### config.mk
export PLATFORM = sky130hd
export DESIGN_NAME = bbep_ctrl
export DESIGN_NICKNAME = d
export VERILOG_FILES = /design/src/sv/bbep_pkg.sv /design/src/sv/bbep_ctrl.sv
export SDC_FILE = /design/constraint.sdc
export NUM_CORES = 1
export LEC_CHECK = 0
export ABC_AREA = 0
export ABC_CLOCK_PERIOD_IN_PS = 950
export BUFFER_PORTS_ARGS = -buffer_cell sky130_fd_sc_hd__clkbuf_2
export CAP_MARGIN = 10
export CORE_AREA = 3 3 40 42
export DETAILED_ROUTE_END_ITERATION = 8
export DIE_AREA = 0 0 43 45
export PLACE_DENSITY = 0.37
export SLEW_MARGIN = 20
export SYNTH_ARGS = -nofsm -noshare
export SYNTH_HDL_FRONTEND = slang
export SYNTH_SLANG_ARGS = --single-unit
### constraint.sdc
create_clock -name clock -period 0.95 [get_ports clock]
set_input_delay 0.0475 -clock clock [delete_from_list [all_inputs] [get_ports clock]]
set_output_delay 0.0475 -clock clock [all_outputs]
set_load 0.03 [all_outputs]
### src/sv/bbep_pkg.sv
// Shared types, codes and defaults for the basic block edge profiler.
`default_nettype none
package bbep_pkg;

   localparam int NUM_BLOCKS_DEF   = 1024;
   localparam int LIST_ENTRIES_DEF = 15;

   localparam logic CMD_RECORD = 1'b0;
   localparam logic CMD_READ   = 1'b1;

   localparam logic [1:0] ST_NONE   = 2'd0;
   localparam logic [1:0] ST_HIT    = 2'd1;
   localparam logic [1:0] ST_APPEND = 2'd2;
   localparam logic [1:0] ST_DROP   = 2'd3;

   typedef struct packed {
      logic        command;
      logic [9:0]  block_index;
      logic [31:0] block_offset;
      logic [7:0]  module_id;
      logic        ends_in_call;
      logic [31:0] call_offset;
      logic [3:0]  slot;
   } req_type;

   typedef struct packed {
      logic [31:0] block_count;
      logic [3:0]  pred_entries;
      logic [3:0]  caller_entries;
      logic [1:0]  pred_status;
      logic [1:0]  caller_status;
      logic [31:0] slot_pred_offset;
      logic [31:0] slot_pred_count;
      logic [31:0] slot_caller_offset;
      logic [31:0] slot_call_site;
      logic [31:0] slot_caller_count;
   } rsp_type;

   typedef struct packed {
      logic capture;
      logic clear;
      logic lookup;
      logic update;
   } ctl_cmd_type;

   typedef struct packed {
      logic clear_last;
   } ctl_sts_type;

endpackage
`default_nettype wire

### src/sv/bbep_ctrl.sv
// Controller state machine: memory clear sweep, lookup and update sequencing.
`default_nettype none
module bbep_ctrl
   import bbep_pkg::*;
(
   input  wire logic        clock,
   input  wire logic        reset,
   input  wire logic        start,
   output logic             busy,
   output logic             rsp_valid,
   output ctl_cmd_type      cmd,
   input  wire ctl_sts_type sts
);

   localparam logic [1:0] S_IDLE   = 2'd0;
   localparam logic [1:0] S_CLEAR  = 2'd1;
   localparam logic [1:0] S_LOOKUP = 2'd2;
   localparam logic [1:0] S_UPDATE = 2'd3;

   logic [1:0] state_ff, state_in;
   logic       valid_ff;

   always_comb begin
      state_in = state_ff;
      unique case (state_ff)
         S_IDLE:   if (start) state_in = S_LOOKUP;
         S_CLEAR:  if (sts.clear_last) state_in = S_IDLE;
         S_LOOKUP: state_in = S_UPDATE;
         S_UPDATE: state_in = S_IDLE;
         default:  state_in = S_IDLE;
      endcase
   end

   always_ff @(posedge clock) begin
      if (reset) begin
         state_ff <= S_CLEAR;
         valid_ff <= 1'b0;
      end else begin
         state_ff <= state_in;
         valid_ff <= (state_ff == S_UPDATE);
      end
   end

   assign busy        = (state_ff != S_IDLE);
   assign rsp_valid   = valid_ff;
   assign cmd.capture = start && (state_ff == S_IDLE);
   assign cmd.clear   = (state_ff == S_CLEAR);
   assign cmd.lookup  = (state_ff == S_LOOKUP);
   assign cmd.update  = (state_ff == S_UPDATE);

   a_accept_lookup: assert property (@(posedge clock) disable iff (reset)
      (start && !busy) |=> (state_ff == S_LOOKUP))
      else $error("accepted item did not start lookup");
   a_rsp_after_update: assert property (@(posedge clock) disable iff (reset)
      rsp_valid |-> $past(state_ff == S_UPDATE))
      else $error("result strobe without update");
   a_single_strobe: assert property (@(posedge clock) disable iff (reset)
      rsp_valid |=> !rsp_valid)
      else $error("result strobe held twice");

endmodule
`default_nettype wire

After elaboration in Yosys (flattened, before gate mapping)

Cells that the tools add are included.

Equal/unequal tests: 5
Reduce and logical (&&, ||, !) cells: 4
Multiplexer cells: 3

Operators with widths:

| cell               | number |
|---|---|
| $pmux 2 s4         | 1 |
| $eq 2x2->1 const B | 2 |
| $mux 2             | 2 |
| $eq 2x1->1 const B | 1 |
| $logic_not 2->1    | 1 |
| $ne 2x1->1 const B | 1 |
| $ne 2x2->1 const B | 1 |
| $reduce_and 2->1   | 1 |
| $reduce_bool 2->1  | 1 |
| $logic_and 1x1->1  | 1 |

Bits of input ports: 4
Flip-flop bits (word level): 3
Output and inout port bits: 6
Word-level logic and storage cells: 14

Logic depth before layout (Yosys ltp)

Gate-level depths: netlist (run 1).

Depth in word-level cells: 3
Depth in mapped cells: 2
Depth with buffers taken out: 2

Least setup slack after synthesis (run 1)

Ideal clock, no wire load.

Path type: register to output
Start: register state_ff[0]
End: output cmd[3] in the netlist's numbering
Stages on the path, launching flop included: 3
Path buffers: 0
Path slack: -0.250 ns
Arrival time: 1.152 ns
Data required time: 0.902 ns
Cells stage by stage: dfxtp_1 > or2_1 > nor2_1

RTL lines:

| item                   | RTL line        | text |
|---|---|---|
| from (decl)            | bbep_ctrl.sv:20 | `logic [1:0] state_ff, state_in;` |
| from (signal assigned) | bbep_ctrl.sv:39 | `state_ff <= state_in;` |
| to (decl)              | bbep_ctrl.sv:11 | `output ctl_cmd_type cmd,` |

==> results of run 1 <==
==> layout make-up <==
cell class	count	area share
Multi-Input combinational cell	9	0.2353
Sequential cell	3	0.1912
Timing Repair Buffer	15	0.4191
Inverter	2	0.02206
Tap cell	15	0.05515
Clock buffer	4	0.07721
==> flip-flops by register name, summed over array words and instances, names as in the netlist <==
name	cells
state_ff	2
rsp_valid	1
==> per-layer routing <==
layer | up-vias | part of all wire | wire, um
li1 | 80 | - | -
met1 | 73 | 0.40 | 153
met2 | 12 | 0.40 | 153
met3 | 0 | 0.21 | 80
met4 | 0 | 0 | 0
met5 | - | 0 | 0
==> layout by cell type (no fill, tap or decap), drive strengths merged <==
master	n
clkbuf	9
buf	9
nor2b	3
dfxtp	3
inv	2
nor2	2
and2	1
or2	1
nor3	1
a211o	1
dlygate4sd3	1
==> cells by family (layout without fill, tap and decap cells) <==
family,after synthesis,after routing,synth area share
DFF,3,3,0.4211
and+or+nand+nor,8,8,0.4124
AOI/OAI and AO/OA,1,1,0.06141
buffers and inverters,3,21,0.1053
==> stage by stage <==
step / TNS (ps) / setup WS, ps / instances
final: -438.3 / -139.1 / 48
after detailed placement: -9.238 / -9.238 / 39
after floorplan: 0 / 0.2560 / 15
after global routing: -745.1 / -194.1 / 48
after global placement: 0 / 8.518 / 39
after CTS: -572.7 / -168.7 / 46
==> what timing repair did <==
action / 4_1_cts / 5_1_grt
pin swaps: 3 / 1
endpoints found under the hold margin: 1 / 0
setup buffers: 2 / 2
hold buffers: 1 / 0
endpoints found under the setup margin: 5 / 5
resized for setup: 13 / 6
==> final timing paths <==
kind / slack, ps / start / cells past startpoint / to
worst max-delay path: -140 / state_ff[1]$_SDFFE_PP0P_ / 3 / cmd[3]
worst min-delay path: 60 / start / 3 / state_ff[1]$_SDFFE_PP0P_
worst max register to register: 0 / state_ff[0]$_SDFFE_PP1P_ / 3 / state_ff[0]$_SDFFE_PP1P_
worst min register to register: 460 / state_ff[0]$_SDFFE_PP1P_ / 1 / state_ff[1]$_SDFFE_PP0P_
==> tightest hold or removal path, stage by stage <==
cell                       delay (ps)
sky130_fd_sc_hd__clkbuf_2          90
sky130_fd_sc_hd__nor2_1            80
sky130_fd_sc_hd__nor3_1            40
==> where the power goes <==
group | internal (uW) | total, uW | switching [uW]
registers | 133 | 139 | 6.48
clock network | 158 | 228 | 70.5
logic | 76.8 | 139 | 62.5
total | 367 | 507 | 140
==> impl_metrics.py, run 1 <==
metrics = {
    "routing": {
        "detail-route-antenna-nets": 0,
        "detail_route.wirelength_um": 387,
        "first_iteration_detailed_routing_drc_count": 1,
        "routed_wire_length_per_instance_um": 8.063,
        "vias_per_cell": 3.438,
        "detail_route.first_pass.iterations": 2,
        "drc_errors": 0,
        "route.vias.total": 165,
    },
    "yosys": {
        "syn_inst": 15,
        "postSynthNetCount": 19,
        "ys_seq_elements": 3,
        "netlist_top_cells_area": "sky130_fd_sc_hd__dfxtp_1, sky130_fd_sc_hd__nor2b_4, sky130_fd_sc_hd__a211o_1",
        "yosys.area.top_type_share": 0.4211,
        "netlist.top_cell.by_area": "sky130_fd_sc_hd__dfxtp_1",
        "post-synth-top-count-cell": "sky130_fd_sc_hd__dfxtp_1",
        "asyncSetResetFlopFracSynth": 0,
        "synth_edf_count": 0,
        "synth.avg_cell_area_um2": 9.509,
        "synth_top_flop_cell": "sky130_fd_sc_hd__dfxtp_1",
        "ys.warnings.count": 0,
        "synth.cell_area_um2": 142.6,
        "share_of_synthesized_area_occupied_by_flip_flops_and_latches": 0.4211,
        "synth_cell_types": 10,
        "synth_top_cells_by_count": "sky130_fd_sc_hd__dfxtp_1, sky130_fd_sc_hd__inv_1, sky130_fd_sc_hd__nor2_1, sky130_fd_sc_hd__nor2b_4",
    },
    "grt": {
        "grt_max_degree": 5,
        "groute.layer.met2.usage": 0.06587,
        "first_pass_grt_wire_length_um": 731,
        "busiest_metal_layer_after_global_routing": "met3",
        "grt_pass1_vias": 170,
        "global_route.usage.met3": 0.06773,
        "grt_use_met1": 0.05301,
        "grt_antenna_before_repair": 0,
        "globalRouteTotalUtil": 0.05828,
        "overflow": 0,
    },
    "finish": {
        "filler_cell_count": 144,
        "final_layout_size_suffix_gt1_frac": 0.7273,
        "final_core_utilization": 0.2648,
        "nNetsFinal": 38,
        "summed_area_of_non_filler_cells_in_the_final_layout_um2": 340.3,
        "antenna-diode-count": 0,
        "multi_input_comb_area_um2": 80.08,
        "syn2layout_area_growth_pct": 138.6,
        "sequential_cell_area_um2": 65.06,
    },
    "placement": {
        "globalplace.congestion": 0.5870,
        "placedInstanceArea_um2": 216.5,
        "place.port_buffers": 9,
    },
    "die": {
        "fp.coreArea_um2": 1285,
        "top_level_port_count": 10,
        "initial_core_util": 0.1110,
        "die-height_um": 45,
        "design.die.area_um2": 1935,
        "placementRows": 13,
        "floorplan.die.width_um": 43,
    },
    "run_status": {
        "result_of_the_run": "complete, but fails checks",
        "failing_checks": "setup timing",
    },
    "clocking": {
        "clock_tree.root_cell": "sky130_fd_sc_hd__clkbuf_4",
        "cts-buffers-inserted": 3,
        "cts_max_level": 1,
        "cts.path.max_buffers": 2,
        "cts_tree": "done",
        "clk_transition_reported_paths_ps": 40,
        "cts_sinks": 3,
        "clock_insertion_delay_worst_skew_ps": 240,
    },
    "min_path": {
        "min-delay-path-class": "in -> reg",
    },
    "worst_setup_path": {
        "critical_path.max_fanout": 3,
        "max_stage_delay_ps": 330,
        "cp.required_ps": 900,
        "slowest_stage": "sky130_fd_sc_hd__dfxtp_4",
        "path_class": "reg -> out",
        "path_cells": "or2_4 -> nor2_4 -> buf_8",
        "timing.critical_path.arrival_ps": 1040,
        "startpoint_type": "flip-flop",
        "end_kind": "output pin",
        "critical-path-top-delay-family": "simple AND/OR/NAND/NOR gates",
        "buffer_and_inverter_count_on_the_worst_path": 1,
    },
    "sta": {
        "post-route-min-period_ps": 1089,
        "finalHoldViolCount": 0,
        "final.hold.worst_slack_ps": 64.63,
        "period_share": 1.146,
        "worst_slew_margin_rel": 0.8854,
        "final_max_slew_viol_count": 0,
        "unrepaired_setup_endpoints_after_global_routing": "true",
        "postLayoutSetupSlackWorst_ps": -139.1,
        "timing_worst_slew_pin_value_ps": 172.6,
        "clock.fmax_mhz": 918.2,
        "setup_viol": 6,
        "skew_ps": 1.861,
    },
    "power_and_ir_drop": {
        "ir_drop_mv": 0.4128,
        "p_total_uw": 506.7,
        "power-per-cell-area_nw_per_um2": 1489,
        "power.leakage_uw": 0.0001673,
    },
    "job": {
        "maximum_capacitance_violations": 0,
    },
}
(Power assumes the default switching activity.)
==> run 2, diff against run 1 <==
--- a/config.mk
+++ b/config.mk
@@ -9,10 +9,12 @@
 export ABC_CLOCK_PERIOD_IN_PS = 950
 export BUFFER_PORTS_ARGS = -buffer_cell sky130_fd_sc_hd__clkbuf_2
 export CAP_MARGIN = 10
+export CELL_PAD_IN_SITES_DETAIL_PLACEMENT = 1
+export CELL_PAD_IN_SITES_GLOBAL_PLACEMENT = 1
 export CORE_AREA = 3 3 40 42
 export DETAILED_ROUTE_END_ITERATION = 8
 export DIE_AREA = 0 0 43 45
-export PLACE_DENSITY = 0.37
+export PLACE_DENSITY = 0.45
 export SLEW_MARGIN = 20
 export SYNTH_ARGS = -nofsm -noshare
 export SYNTH_HDL_FRONTEND = slang
==> run 2 against run 1 <==
Net effect: the run still ends with setup timing left; non-clock buffer count down 3; combinational power shrank 4%; worst setup slack lost 5.2 ps; critical endpoint unchanged; largest cell class unchanged.
==> impl_metrics.py, run 2 (synthesized netlist as in run 1, its figures left out) <==
metrics = {
    "sta": {
        "setup_viol": 5,
        "final.hold.worst_slack_ps": 15.09,
        "postLayoutSetupSlackWorst_ps": -144.3,
        "finalHoldViolCount": 0,
        "skew_ps": 3.161,
        "fin_tns_setup_ps": -457.7,
        "final_max_slew_viol_count": 0,
        "period_share": 1.152,
        "worst_slew_margin_rel": 0.8841,
        "unrepaired_setup_endpoints_after_global_routing": "true",
        "post-route-min-period_ps": 1094,
        "timing_worst_slew_pin_value_ps": 174.6,
        "clock.fmax_mhz": 913.9,
    },
    "clocking": {
        "clock_tree.root_cell": "sky130_fd_sc_hd__clkbuf_4",
        "cts_hold_repair.buffers": 0,
        "cts.path.max_buffers": 2,
        "cts_tree": "done",
        "cts-buffers-inserted": 3,
        "cts_max_level": 1,
        "clk_transition_reported_paths_ps": 40,
        "clock_insertion_delay_worst_skew_ps": 230,
        "cts_sinks": 3,
    },
    "finish": {
        "filler_cell_count": 154,
        "largest_register_ff_count": 2,
        "final_core_utilization": 0.2512,
        "regMostFlops": "state_ff",
        "nNetsFinal": 35,
        "layout_common_cells": "sky130_fd_sc_hd__clkbuf_4, sky130_fd_sc_hd__clkbuf_2, sky130_fd_sc_hd__buf_8",
        "final_cell_count_no_fill": 45,
        "antenna-diode-count": 0,
        "final_layout_size_suffix_gt1_frac": 0.7333,
        "syn2layout_area_growth_pct": 126.3,
    },
    "grt": {
        "grt_pass1_vias": 175,
        "globalRouteTotalUtil": 0.05486,
        "first_pass_grt_wire_length_um": 738,
        "grt_antenna_before_repair": 0,
        "grt_max_degree": 5,
        "overflow": 0,
    },
    "die": {
        "top_level_port_count": 10,
        "design.die.area_um2": 1935,
        "fp.coreArea_um2": 1285,
        "floorplan.die.width_um": 43,
        "initial_core_util": 0.1110,
        "placementRows": 13,
        "die-height_um": 45,
    },
    "worst_setup_path": {
        "cp.required_ps": 900,
        "timing.critical_path.arrival_ps": 1050,
        "end_kind": "output pin",
        "reg2reg_setup_slack_ps": 50,
        "critical-path-top-delay-family": "simple AND/OR/NAND/NOR gates",
        "buffer_and_inverter_count_on_the_worst_path": 1,
        "critical_path.max_fanout": 4,
        "path_cells": "or2_4 -> nor2_4 -> buf_8",
        "max_stage_delay_ps": 340,
        "slowest_stage": "sky130_fd_sc_hd__dfxtp_4",
        "path_class": "reg -> out",
        "startpoint_type": "flip-flop",
    },
    "power_and_ir_drop": {
        "power.leakage_uw": 0.0001565,
        "power-per-cell-area_nw_per_um2": 1537,
        "ir_drop_mv": 0.2517,
    },
    "placement": {
        "globalplace.congestion": 0.5985,
        "numPlacedInstances": 39,
        "place.port_buffers": 9,
        "dpl.hpwl_um": 304.4,
    },
    "routing": {
        "routed_wire_length_per_instance_um": 9.022,
        "drc_errors": 0,
        "detail_route.wirelength_um": 406,
        "route.vias.total": 144,
        "detail_route.first_pass.iterations": 3,
        "first_iteration_detailed_routing_drc_count": 2,
        "detail-route-antenna-nets": 0,
        "vias_per_cell": 3.200,
    },
    "run_status": {
        "result_of_the_run": "complete, but fails checks",
        "failing_checks": "setup timing",
    },
    "job": {
        "maximum_capacitance_violations": 0,
    },
    "min_path": {
        "min-delay-path-class": "in -> reg",
    },
}
-- run 2: changes by cell type in the layout (fill, tap and decap cells not counted) --
cell and delta:
sky130_fd_sc_hd__dlygate4sd3_1 -1, sky130_fd_sc_hd__dfxtp_4 +1, sky130_fd_sc_hd__buf_6 -2, sky130_fd_sc_hd__buf_12 +1, sky130_fd_sc_hd__buf_4 -1, sky130_fd_sc_hd__dfxtp_2 -1
-- run 2: layout make-up --
class / count / area (um2) / share of cell area
clock buffers: 4 / 26.28 / 0.08140
multi-input cells: 9 / 80.08 / 0.2481
flip-flops and latches: 3 / 67.56 / 0.2093
inverters: 2 / 7.507 / 0.02326
repair buffers: 12 / 122.6 / 0.3798
well taps: 15 / 18.77 / 0.05814
-- run 2: final timing paths --
kind,from,to,depth (start not counted)
setup / recovery,state_ff[1]$_SDFFE_PP0P_,cmd[3],3
hold / removal,reset,state_ff[1]$_SDFFE_PP0P_,2
setup reg to reg,state_ff[1]$_SDFFE_PP0P_,state_ff[0]$_SDFFE_PP1P_,3
hold reg to reg,state_ff[0]$_SDFFE_PP1P_,state_ff[1]$_SDFFE_PP0P_,2
-- run 2: routing by layer --
| metal | vias up | routed length [um] | GRT usage |
|---|---|---|---|
| met3 | 0 | 25 | 0.01594 |
| met4 | 0 | 0 | 0.07229 |
| li1 | 75 | - | - |
| met2 | 5 | 241 | 0.08084 |
| met5 | - | 0 | 0 |
| met1 | 64 | 139 | 0.05516 |
-- run 2: repair_timing --
action | CTS | global route
endpoints found under the setup margin | 5 | 5
endpoints found under the hold margin | 0 | 0
gates cloned | 0 | 0
resized for setup | 13 | 5
buffers inserted | 2 | 0
pin swaps | 2 | 1
-- run 2: per-stage QoR --
step	area [um2]	setup WS [ps]	total power [uW]
6_report	322.8	-144.3	496.1
5_1_grt	322.8	-196.4	531.3
4_1_cts	315.3	-169.3	501.2
3_5_place_dp	229.0	-0.4025	246.1
3_3_place_gp	229.0	5.543	245.5
2_1_floorplan	152.6	0.2560	206.6
-- run 2: power breakdown --
| part | total (uW) | internal (uW) | switching, uW | leakage, uW |
|---|---|---|---|---|
| combinational | 134 | 72.5 | 61.4 | 0.000116 |
| clock | 223 | 157 | 66.0 | 0.0000150 |
| sequential | 139 | 132 | 6.87 | 0.0000256 |
